File: src/ssgp_pkg.sv
// Package with the shared constants and the controller/datapath interface types.
`timescale 1ns / 1ps

package ssgp_pkg;

	localparam int MAX_REQUESTS_DEF = 16;

	localparam int KIND_W  = 8;
	localparam int CELLS_W = 8;
	localparam int AIDX_W  = 4;
	localparam int POOL_W  = 8;
	localparam int LIMIT_W = 5;
	localparam int CFG_IDX_W  = 8;
	localparam int CFG_DATA_W = 8;

	localparam logic [CFG_IDX_W-1:0] REG_POOL_CAPACITY = 8'd0;
	localparam logic [CFG_IDX_W-1:0] REG_MAX_PLACED    = 8'd1;

	localparam logic [POOL_W-1:0]  POOL_CAPACITY_RST = 8'd16;
	localparam logic [LIMIT_W-1:0] MAX_PLACED_RST    = 5'd16;

	typedef struct packed {
		logic load;
		logic init;
		logic scan_start;
		logic issue;
		logic decide;
		logic finish;
	} ssgp_cmd_t;

	typedef struct packed {
		logic max_zero;
		logic addr_live;
		logic best_valid;
		logic fit;
		logic done_after;
		logic pend_valid;
		logic out_free;
	} ssgp_stat_t;

endpackage

File: src/ssgp_ctrl.sv
// Controller state machine that sequences loading, sorting scans, the greedy walk and output.
`timescale 1ns / 1ps

module ssgp_ctrl
	import ssgp_pkg::*;
(
	input  logic       clk,
	input  logic       arst_n,
	input  logic       in_tvalid,
	input  logic       in_tlast,
	output logic       in_tready,
	input  ssgp_stat_t stat,
	output ssgp_cmd_t  cmd
);

	typedef enum logic [2:0] {
		ST_LOAD,
		ST_INIT,
		ST_SCAN,
		ST_DECIDE,
		ST_FINISH
	} state_t;

	state_t state_q;
	state_t state_d;

	always_comb begin
		cmd = '0;
		state_d = state_q;
		in_tready = 1'b0;
		case (state_q)
			ST_LOAD: begin
				in_tready = 1'b1;
				cmd.load = in_tvalid;
				if (in_tvalid && in_tlast) begin
					state_d = ST_INIT;
				end
			end
			ST_INIT: begin
				cmd.init = 1'b1;
				cmd.scan_start = 1'b1;
				state_d = stat.max_zero ? ST_FINISH : ST_SCAN;
			end
			ST_SCAN: begin
				if (stat.addr_live) begin
					cmd.issue = 1'b1;
				end else begin
					state_d = ST_DECIDE;
				end
			end
			ST_DECIDE: begin
				if (!stat.best_valid) begin
					state_d = ST_FINISH;
				end else if (!(stat.fit && stat.pend_valid && !stat.out_free)) begin
					cmd.decide = 1'b1;
					if (stat.fit && stat.done_after) begin
						state_d = ST_FINISH;
					end else begin
						cmd.scan_start = 1'b1;
						state_d = ST_SCAN;
					end
				end
			end
			ST_FINISH: begin
				if (stat.out_free) begin
					cmd.finish = 1'b1;
					state_d = ST_LOAD;
				end
			end
			default: begin
				state_d = ST_LOAD;
			end
		endcase
	end

	always_ff @(posedge clk or negedge arst_n) begin
		if (!arst_n) begin
			state_q <= ST_LOAD;
		end else begin
			state_q <= state_d;
		end
	end

	// At most one of load, issue, decide and finish is commanded in any cycle; scan_start may come with init or decide.
	assert property (@(posedge clk) disable iff (!arst_n)
		$onehot0({cmd.load, cmd.issue, cmd.decide, cmd.finish}))
		else $error("ssgp_ctrl: conflicting datapath commands");

	assert property (@(posedge clk) disable iff (!arst_n)
		cmd.finish |=> state_q == ST_LOAD)
		else $error("ssgp_ctrl: finish did not return to loading");

	assert property (@(posedge clk) disable iff (!arst_n)
		(cmd.load && in_tlast) |=> cmd.init)
		else $error("ssgp_ctrl: last request did not start the walk");

endmodule

File: src/ssgp_dp.sv
// Datapath with the request store, sort scan, greedy pool bookkeeping and output register.
`timescale 1ns / 1ps

module ssgp_dp
	import ssgp_pkg::*;
#(
	parameter int MAX_REQUESTS = MAX_REQUESTS_DEF
) (
	input  logic                  clk,
	input  logic                  arst_n,
	input  logic [KIND_W-1:0]     in_kind,
	input  logic [CELLS_W-1:0]    in_cells,
	input  logic                  cfg_valid,
	input  logic [CFG_IDX_W-1:0]  cfg_index,
	input  logic [CFG_DATA_W-1:0] cfg_data,
	input  logic                  out_ready,
	output logic                  out_valid,
	output logic [KIND_W-1:0]     out_kind,
	output logic [CELLS_W-1:0]    out_cells,
	output logic [AIDX_W-1:0]     out_aidx,
	output logic                  out_none,
	output logic                  out_ovf,
	output logic                  out_last,
	input  ssgp_cmd_t             cmd,
	output ssgp_stat_t            stat
);

	localparam int IW = (MAX_REQUESTS > 1) ? $clog2(MAX_REQUESTS) : 1;
	localparam int CW = $clog2(MAX_REQUESTS + 1);
	localparam logic [CW-1:0] MAX_CNT = CW'(MAX_REQUESTS);

	logic [KIND_W-1:0]  mem_kind [MAX_REQUESTS];
	logic [CELLS_W-1:0] mem_cells [MAX_REQUESTS];

	logic [POOL_W-1:0]  pool_cap_q;
	logic [LIMIT_W-1:0] max_placed_q;

	logic [CW-1:0] count_q;
	logic          ovf_q;
	logic [CW-1:0] addr_q;

	logic               rd_v_s1;
	logic [IW-1:0]      rd_idx_s1;
	logic [KIND_W-1:0]  rd_kind_s1;
	logic [CELLS_W-1:0] rd_cells_s1;

	logic               have_prev_q;
	logic [KIND_W-1:0]  prev_kind_q;
	logic [IW-1:0]      prev_idx_q;
	logic               best_valid_q;
	logic [KIND_W-1:0]  best_kind_q;
	logic [IW-1:0]      best_idx_q;
	logic [CELLS_W-1:0] best_cells_q;

	logic [POOL_W-1:0]  remaining_q;
	logic [LIMIT_W-1:0] placed_q;

	logic               pend_valid_q;
	logic [KIND_W-1:0]  pend_kind_q;
	logic [IW-1:0]      pend_idx_q;
	logic [CELLS_W-1:0] pend_cells_q;

	logic                  out_valid_q;
	logic [KIND_W-1:0]     out_kind_q;
	logic [CELLS_W-1:0]    out_cells_q;
	logic [AIDX_W-1:0]     out_aidx_q;
	logic                  out_none_q;
	logic                  out_ovf_q;
	logic                  out_last_q;

	logic [KIND_W+IW-1:0] cand_key;
	logic [KIND_W+IW-1:0] prev_key;
	logic [KIND_W+IW-1:0] best_key;
	logic                 cand_take;
	logic [POOL_W-1:0]    remaining_after;
	logic [LIMIT_W-1:0]   placed_after;
	logic                 fit;
	logic                 out_free;
	logic                 emit_pend_mid;
	logic [AIDX_W-1:0]    pend_aidx;

	assign cand_key = {rd_kind_s1, rd_idx_s1};
	assign prev_key = {prev_kind_q, prev_idx_q};
	assign best_key = {best_kind_q, best_idx_q};
	assign cand_take = rd_v_s1 && (!have_prev_q || (cand_key > prev_key))
		&& (!best_valid_q || (cand_key < best_key));

	assign fit = best_valid_q && (best_cells_q != '0) && (best_cells_q <= remaining_q);
	assign remaining_after = remaining_q - best_cells_q;
	assign placed_after = placed_q + LIMIT_W'(1);
	assign out_free = !out_valid_q || out_ready;
	assign emit_pend_mid = cmd.decide && fit && pend_valid_q;

	// The arrival index is carried at the width of the result field.
	always_comb begin
		pend_aidx = '0;
		pend_aidx[((IW < AIDX_W) ? IW : AIDX_W)-1:0] =
			pend_idx_q[((IW < AIDX_W) ? IW : AIDX_W)-1:0];
	end

	assign stat.max_zero   = (max_placed_q == '0);
	assign stat.addr_live  = (addr_q < count_q);
	assign stat.best_valid = best_valid_q;
	assign stat.fit        = fit;
	assign stat.done_after = (remaining_after == '0) || (placed_after == max_placed_q);
	assign stat.pend_valid = pend_valid_q;
	assign stat.out_free   = out_free;

	always_ff @(posedge clk) begin
		if (cmd.load && (count_q < MAX_CNT)) begin
			mem_kind[count_q[IW-1:0]]  <= in_kind;
			mem_cells[count_q[IW-1:0]] <= in_cells;
		end
		rd_kind_s1  <= mem_kind[addr_q[IW-1:0]];
		rd_cells_s1 <= mem_cells[addr_q[IW-1:0]];
		rd_idx_s1   <= addr_q[IW-1:0];
	end

	always_ff @(posedge clk or negedge arst_n) begin
		if (!arst_n) begin
			pool_cap_q   <= POOL_CAPACITY_RST;
			max_placed_q <= MAX_PLACED_RST;
		end else if (cfg_valid) begin
			if (cfg_index == REG_POOL_CAPACITY) begin
				pool_cap_q <= cfg_data;
			end else if (cfg_index == REG_MAX_PLACED) begin
				max_placed_q <= cfg_data[LIMIT_W-1:0];
			end
		end
	end

	always_ff @(posedge clk or negedge arst_n) begin
		if (!arst_n) begin
			count_q      <= '0;
			ovf_q        <= 1'b0;
			addr_q       <= '0;
			rd_v_s1      <= 1'b0;
			have_prev_q  <= 1'b0;
			best_valid_q <= 1'b0;
			pend_valid_q <= 1'b0;
			remaining_q  <= '0;
			placed_q     <= '0;
			out_valid_q  <= 1'b0;
		end else begin
			rd_v_s1 <= cmd.issue;
			if (cmd.load) begin
				if (count_q < MAX_CNT) begin
					count_q <= count_q + CW'(1);
				end else begin
					ovf_q <= 1'b1;
				end
			end
			if (cmd.init) begin
				remaining_q  <= pool_cap_q;
				placed_q     <= '0;
				have_prev_q  <= 1'b0;
				pend_valid_q <= 1'b0;
			end
			if (cmd.scan_start) begin
				addr_q       <= '0;
				best_valid_q <= 1'b0;
			end else begin
				if (cmd.issue) begin
					addr_q <= addr_q + CW'(1);
				end
				if (cand_take) begin
					best_valid_q <= 1'b1;
				end
			end
			if (cmd.decide) begin
				have_prev_q <= 1'b1;
				if (fit) begin
					remaining_q  <= remaining_after;
					placed_q     <= placed_after;
					pend_valid_q <= 1'b1;
				end
			end
			if (out_valid_q && out_ready) begin
				out_valid_q <= 1'b0;
			end
			if (emit_pend_mid || cmd.finish) begin
				out_valid_q <= 1'b1;
			end
			if (cmd.finish) begin
				count_q      <= '0;
				ovf_q        <= 1'b0;
				pend_valid_q <= 1'b0;
			end
		end
	end

	always_ff @(posedge clk) begin
		if (cand_take && !cmd.scan_start) begin
			best_kind_q  <= rd_kind_s1;
			best_idx_q   <= rd_idx_s1;
			best_cells_q <= rd_cells_s1;
		end
		if (cmd.decide) begin
			prev_kind_q <= best_kind_q;
			prev_idx_q  <= best_idx_q;
			if (fit) begin
				pend_kind_q  <= best_kind_q;
				pend_idx_q   <= best_idx_q;
				pend_cells_q <= best_cells_q;
			end
		end
		if (emit_pend_mid || (cmd.finish && pend_valid_q)) begin
			out_kind_q  <= pend_kind_q;
			out_cells_q <= pend_cells_q;
			out_aidx_q  <= pend_aidx;
			out_none_q  <= 1'b0;
			out_ovf_q   <= ovf_q;
			out_last_q  <= cmd.finish;
		end else if (cmd.finish) begin
			out_kind_q  <= '0;
			out_cells_q <= '0;
			out_aidx_q  <= '0;
			out_none_q  <= 1'b1;
			out_ovf_q   <= ovf_q;
			out_last_q  <= 1'b1;
		end
	end

	assign out_valid = out_valid_q;
	assign out_kind  = out_kind_q;
	assign out_cells = out_cells_q;
	assign out_aidx  = out_aidx_q;
	assign out_none  = out_none_q;
	assign out_ovf   = out_ovf_q;
	assign out_last  = out_last_q;

	assert property (@(posedge clk) disable iff (!arst_n)
		count_q <= MAX_CNT)
		else $error("ssgp_dp: request count beyond the store depth");

	// A placement never overwrites a result that the output side has not taken.
	assert property (@(posedge clk) disable iff (!arst_n)
		(emit_pend_mid || cmd.finish) |-> out_free)
		else $error("ssgp_dp: result loaded into a busy output register");

	assert property (@(posedge clk) disable iff (!arst_n)
		cmd.finish |=> (out_valid_q && out_last_q && (out_none_q == !$past(pend_valid_q))))
		else $error("ssgp_dp: batch close did not present the final result");

	assert property (@(posedge clk) disable iff (!arst_n)
		(cmd.decide && fit) |=> (placed_q <= max_placed_q))
		else $error("ssgp_dp: placed count passed the limit");

endmodule

File: src/stable_sort_greedy_pool_fill_unit.sv
// Top level of the stable-sort greedy pool fill unit.
`timescale 1ns / 1ps
//
// Channel   Direction  Handshake                 Contents
// s_axis    in         s_axis_tvalid/tready      request: kind, cells; tlast ends the batch
// m_axis    out        m_axis_tvalid/tready      placed request, tuser = none_placed
// cfg       in         cfg_valid/cfg_ready       register index and write data
//
// Requests are taken while the batch loads; a setup step then starts the walk.
// Each next stored entry in sorted order is found by a scan over the stored entries and
// then a decision; a walk that runs out of entries ends with a scan that finds none, and
// a closing step ends the batch. With max_placed at zero the walk is skipped.
// A stalled output holds the walk at its next placement. Requests and register writes wait
// until the batch is closed. Reset empties the batch and loads the default register values.

module stable_sort_greedy_pool_fill_unit
	import ssgp_pkg::*;
#(
	parameter int MAX_REQUESTS = MAX_REQUESTS_DEF
) (
	input  logic                  clk,
	input  logic                  arst_n,
	input  logic                  s_axis_tvalid,
	output logic                  s_axis_tready,
	input  logic [15:0]           s_axis_tdata, // kind [7:0], cells [15:8]
	input  logic                  s_axis_tlast,
	output logic                  m_axis_tvalid,
	input  logic                  m_axis_tready,
	// placed_kind [7:0], placed_cells [15:8], arrival_index [19:16], overflow [20], zero fill
	output logic [23:0]           m_axis_tdata,
	output logic                  m_axis_tuser, // none_placed [0]
	output logic                  m_axis_tlast,
	input  logic                  cfg_valid,
	output logic                  cfg_ready,
	input  logic [CFG_IDX_W-1:0]  cfg_index,
	input  logic [CFG_DATA_W-1:0] cfg_data
);

	ssgp_cmd_t  cmd;
	ssgp_stat_t stat;

	logic [KIND_W-1:0]  out_kind;
	logic [CELLS_W-1:0] out_cells;
	logic [AIDX_W-1:0]  out_aidx;
	logic               out_ovf;

	// Register writes are taken only while requests are being loaded.
	assign cfg_ready = s_axis_tready;

	ssgp_ctrl u_ctrl (
		.clk       (clk),
		.arst_n    (arst_n),
		.in_tvalid (s_axis_tvalid),
		.in_tlast  (s_axis_tlast),
		.in_tready (s_axis_tready),
		.stat      (stat),
		.cmd       (cmd)
	);

	ssgp_dp #(
		.MAX_REQUESTS (MAX_REQUESTS)
	) u_dp (
		.clk       (clk),
		.arst_n    (arst_n),
		.in_kind   (s_axis_tdata[7:0]),
		.in_cells  (s_axis_tdata[15:8]),
		.cfg_valid (cfg_valid && cfg_ready),
		.cfg_index (cfg_index),
		.cfg_data  (cfg_data),
		.out_ready (m_axis_tready),
		.out_valid (m_axis_tvalid),
		.out_kind  (out_kind),
		.out_cells (out_cells),
		.out_aidx  (out_aidx),
		.out_none  (m_axis_tuser),
		.out_ovf   (out_ovf),
		.out_last  (m_axis_tlast),
		.cmd       (cmd),
		.stat      (stat)
	);

	assign m_axis_tdata = {3'b000, out_ovf, out_aidx, out_cells, out_kind};

endmodule
File: config.mk
export PLATFORM = sky130hd
export DESIGN_NAME = stable_sort_greedy_pool_fill_unit
export DESIGN_NICKNAME = d
export VERILOG_FILES = /design/src/ssgp_pkg.sv /design/src/ssgp_ctrl.sv /design/src/ssgp_dp.sv /design/src/stable_sort_greedy_pool_fill_unit.sv
export SDC_FILE = /design/constraint.sdc
export NUM_CORES = 1
export LEC_CHECK = 0
export ABC_AREA = 1
export BUFFER_PORTS_ARGS = -buffer_cell sky130_fd_sc_hd__buf_2
export CORE_MARGIN = 1.5
export CORE_UTILIZATION = 55
export DETAILED_ROUTE_END_ITERATION = 8
export GPL_ROUTABILITY_DRIVEN = 0
export PLACE_DENSITY = 0.72
export SYNTH_ARGS = -nofsm -noshare
export SYNTH_HDL_FRONTEND = slang
export SYNTH_SLANG_ARGS = --single-unit
File: constraint.sdc
create_clock -name clk -period 4.7 [get_ports clk]
set_clock_uncertainty 0.05 [all_clocks]
set_input_delay 0.235 -clock clk [delete_from_list [all_inputs] [get_ports clk]]
set_output_delay 0.235 -clock clk [all_outputs]
set_load 0.01 [all_outputs]
==> results.cfg <==
[routing]
vias_per_cell = 5.70
vias = 10218
firstDrtPassIters = 5
wire_per_inst_um = 19.5
drtAntennaViolNets = 0
totalWireLength_mm = 35.0
drc_errors = 0
drt_iter0_drc = 930

[clocking]
cts_tree = built
htreeDepth = 2
cts.reportedPaths.clkPinSlew_ps = 60
clock-root-buffer = clkbuf_16
hold_buffers = 13
clk_latency_ps = 540
cts.sinks = 396
clockBufferDepth = 3
cts_setup_buffers = 0
cts_made_buffers = 41
cts.repair.resized = 0

[critical_path]
cp_cell_sequence = inv_1, ha_1, inv_1, fa_1, nand2_1, nand2_1, nand3_1, nand2_1, nand2_1, nand2_1, nor2_1, nand2_1, nand2_1, nand2_1, nand2_1, o21ai_4, nor2_1, buf_4
cp_slowest_stage_delay_ps = 520
crit_buf_inv = 3
critical_path_required_ps = 4870
worstSetupPathType = reg2reg
cp_slowest_cell = nor2_1
setup.worst_path.end_class = flip-flop
cp_top_family = simple AND/OR/NAND/NOR gates
crit_top_cell = nand2_1
worst_ep_arrival_time_ps = 3450
startpoint_type = flip-flop
crit_fanout = 13

[timing]
maxSlewViolCount = 0
tightestPinTransition_ps = 1040
fmax_mhz = 304
rsz0062_at_grt = no
setup_violations = 0
tns_ps = 0
period_share = 0.699
relSlewSlack = 0.304
fin_crit_ps = 3290
hold_slack_ps = 14.3
timing.final.hold_violations = 0

[cells_and_area]
final_common_cell = edfxtp_1
fill_cells = 2155
num_antenna_cells = 0
area_growth_pct = 14.2
layout-drive-gt1-share = 0.146
nets = 1459
final_util = 0.642
final_cell_mix = 330 x edfxtp_1, 175 x nor2_1, 158 x nand2_1, 99 x inv_1, 80 x o21ai_0

[logic_synthesis]
synth_edf_count = 330
synth-seq-cells = 396
avgSynthCellArea_um2 = 12.6
synthesis.area_um2 = 16300
yosysWarningCount = 0
synthDominantCellAreaShare = 0.609
yosysTopAreaCell = edfxtp_1
ys_top_cells_by_area = edfxtp_1 61%, dfrtp_1 6.6%, nor2_1 4.4%
ys_types = 51
ys_seq_area_frac = 0.704
async_reset_ff_frac = 0.114
synth_cells = 1294
ys.flop_type = edfxtp_1

[floorplan]
die_h_um = 175
initial_core_util = 0.562
ios = 67
num_rows = 62
die_w_um = 175
core-area_um2 = 28900
dieArea_um2 = 30600

[power]
power.density_nw_per_um2 = 498
leakagePower_nw = 6.94
vdd_drop_max_uv = 357

[global_route]
grt_pass1_vias = 10116
antenna_found_initial = 2
grtUsageTotal = 0.233
grt_start_max_net_pins = 84
grt_first_pass_wirelength_mm = 54.7
grt-ovfl-total = 0

[place]
portBuffers = 63
place_hpwl_mm = 20.7

[run_status]
status = finished clean

[run]
max_cap_viol_count = 0

[worst_hold_path]
worst_hold_path_type = in2reg
[final timing paths]
check | from | end | slack [ps] | cells past startpoint
hold reg to reg | u_dp.rd_cells_s1[5] | u_dp.best_cells_q[5] | 360 | 0
max in group asynchronous | arst_n | u_dp.addr_q[1] | 3430 | 2
setup reg to reg | u_dp.remaining_q[0] | u_dp.best_kind_q[1] | 1410 | 18
setup / recovery | u_dp.remaining_q[0] | u_dp.best_kind_q[1] | 1410 | 18
hold / removal | s_axis_tdata[9] | u_dp.mem_cells[2][1] | 10 | 1
min in group asynchronous | arst_n | u_dp.max_placed_q[0] | 380 | 2
[layer usage]
metal	wire length, um	global-route usage	vias up
met1	14700	0.307	5009
met4	840	0.0759	2
met3	2100	0.0322	79
met2	17300	0.401	352
met5	10	0	-
li1	-	-	4776
[cell usage after synthesis, types with 2 or more instances]
master	n
nor4_1	2
nand2_1	158
o2111ai_1	2
nor3_1	4
a31oi_1	5
nand3b_1	3
o21ai_1	5
o21ai_0	80
o31ai_1	2
o21a_1	3
dfxtp_1	21
a21oi_1	21
or2_2	3
a21boi_0	2
ha_1	41
xor2_1	11
dfrtp_1	43
dfstp_2	2
buf_6	2
clkinv_1	2
o32ai_1	37
inv_2	2
mux2i_1	27
o211ai_1	6
buf_2	13
o22ai_1	3
nor2_1	191
buf_4	5
nand3_1	56
o221ai_1	27
clkbuf_1	40
inv_1	100
nor2_2	22
nand4_1	7
edfxtp_1	330
[area by class of cell]
cell class	count	area [um^2]	share of cell area
repair buffers	100	638	0.0343
well taps	384	480	0.0259
clock buffers	55	1110	0.0597
flip-flops and latches	396	11500	0.617
multi-input cells	735	4190	0.226
inverters	105	397	0.0213
clock inverters	19	294	0.0158
[logic make-up after synthesis]
kind of cell,after synthesis,share of synthesized area
simple gates,457,0.120
compound gates,194,0.0782
mux,27,0.0166
buf+inv,165,0.0413
flops,396,0.704
xor+xnor,12,0.00646
other cells,1,0.000230
fa+ha+maj,42,0.0328
[report_power, final]
| group | internal (mW) | switching (mW) |
|---|---|---|
| combinational | 0.510 | 1.02 |
| clock | 2.05 | 1.29 |
| sequential | 4.15 | 0.226 |
| total | 6.71 | 2.54 |
[per-stage QoR]
| stage | instance area [um^2] | setup WS, ps | instances | power (mW) |
|---|---|---|---|---|
| 2_1_floorplan | 16300 | 1520 | 1296 | 5.42 |
| 3_3_place_gp | 17000 | 1480 | 1707 | 5.91 |
| 3_5_place_dp | 17000 | 1410 | 1707 | 5.97 |
| 4_1_cts | 18600 | 1380 | 1794 | 9.30 |
| 5_1_grt | 18600 | 1110 | 1794 | 9.65 |
| 6_report | 18600 | 1410 | 1794 | 9.25 |
(Power assumes the default switching activity.)
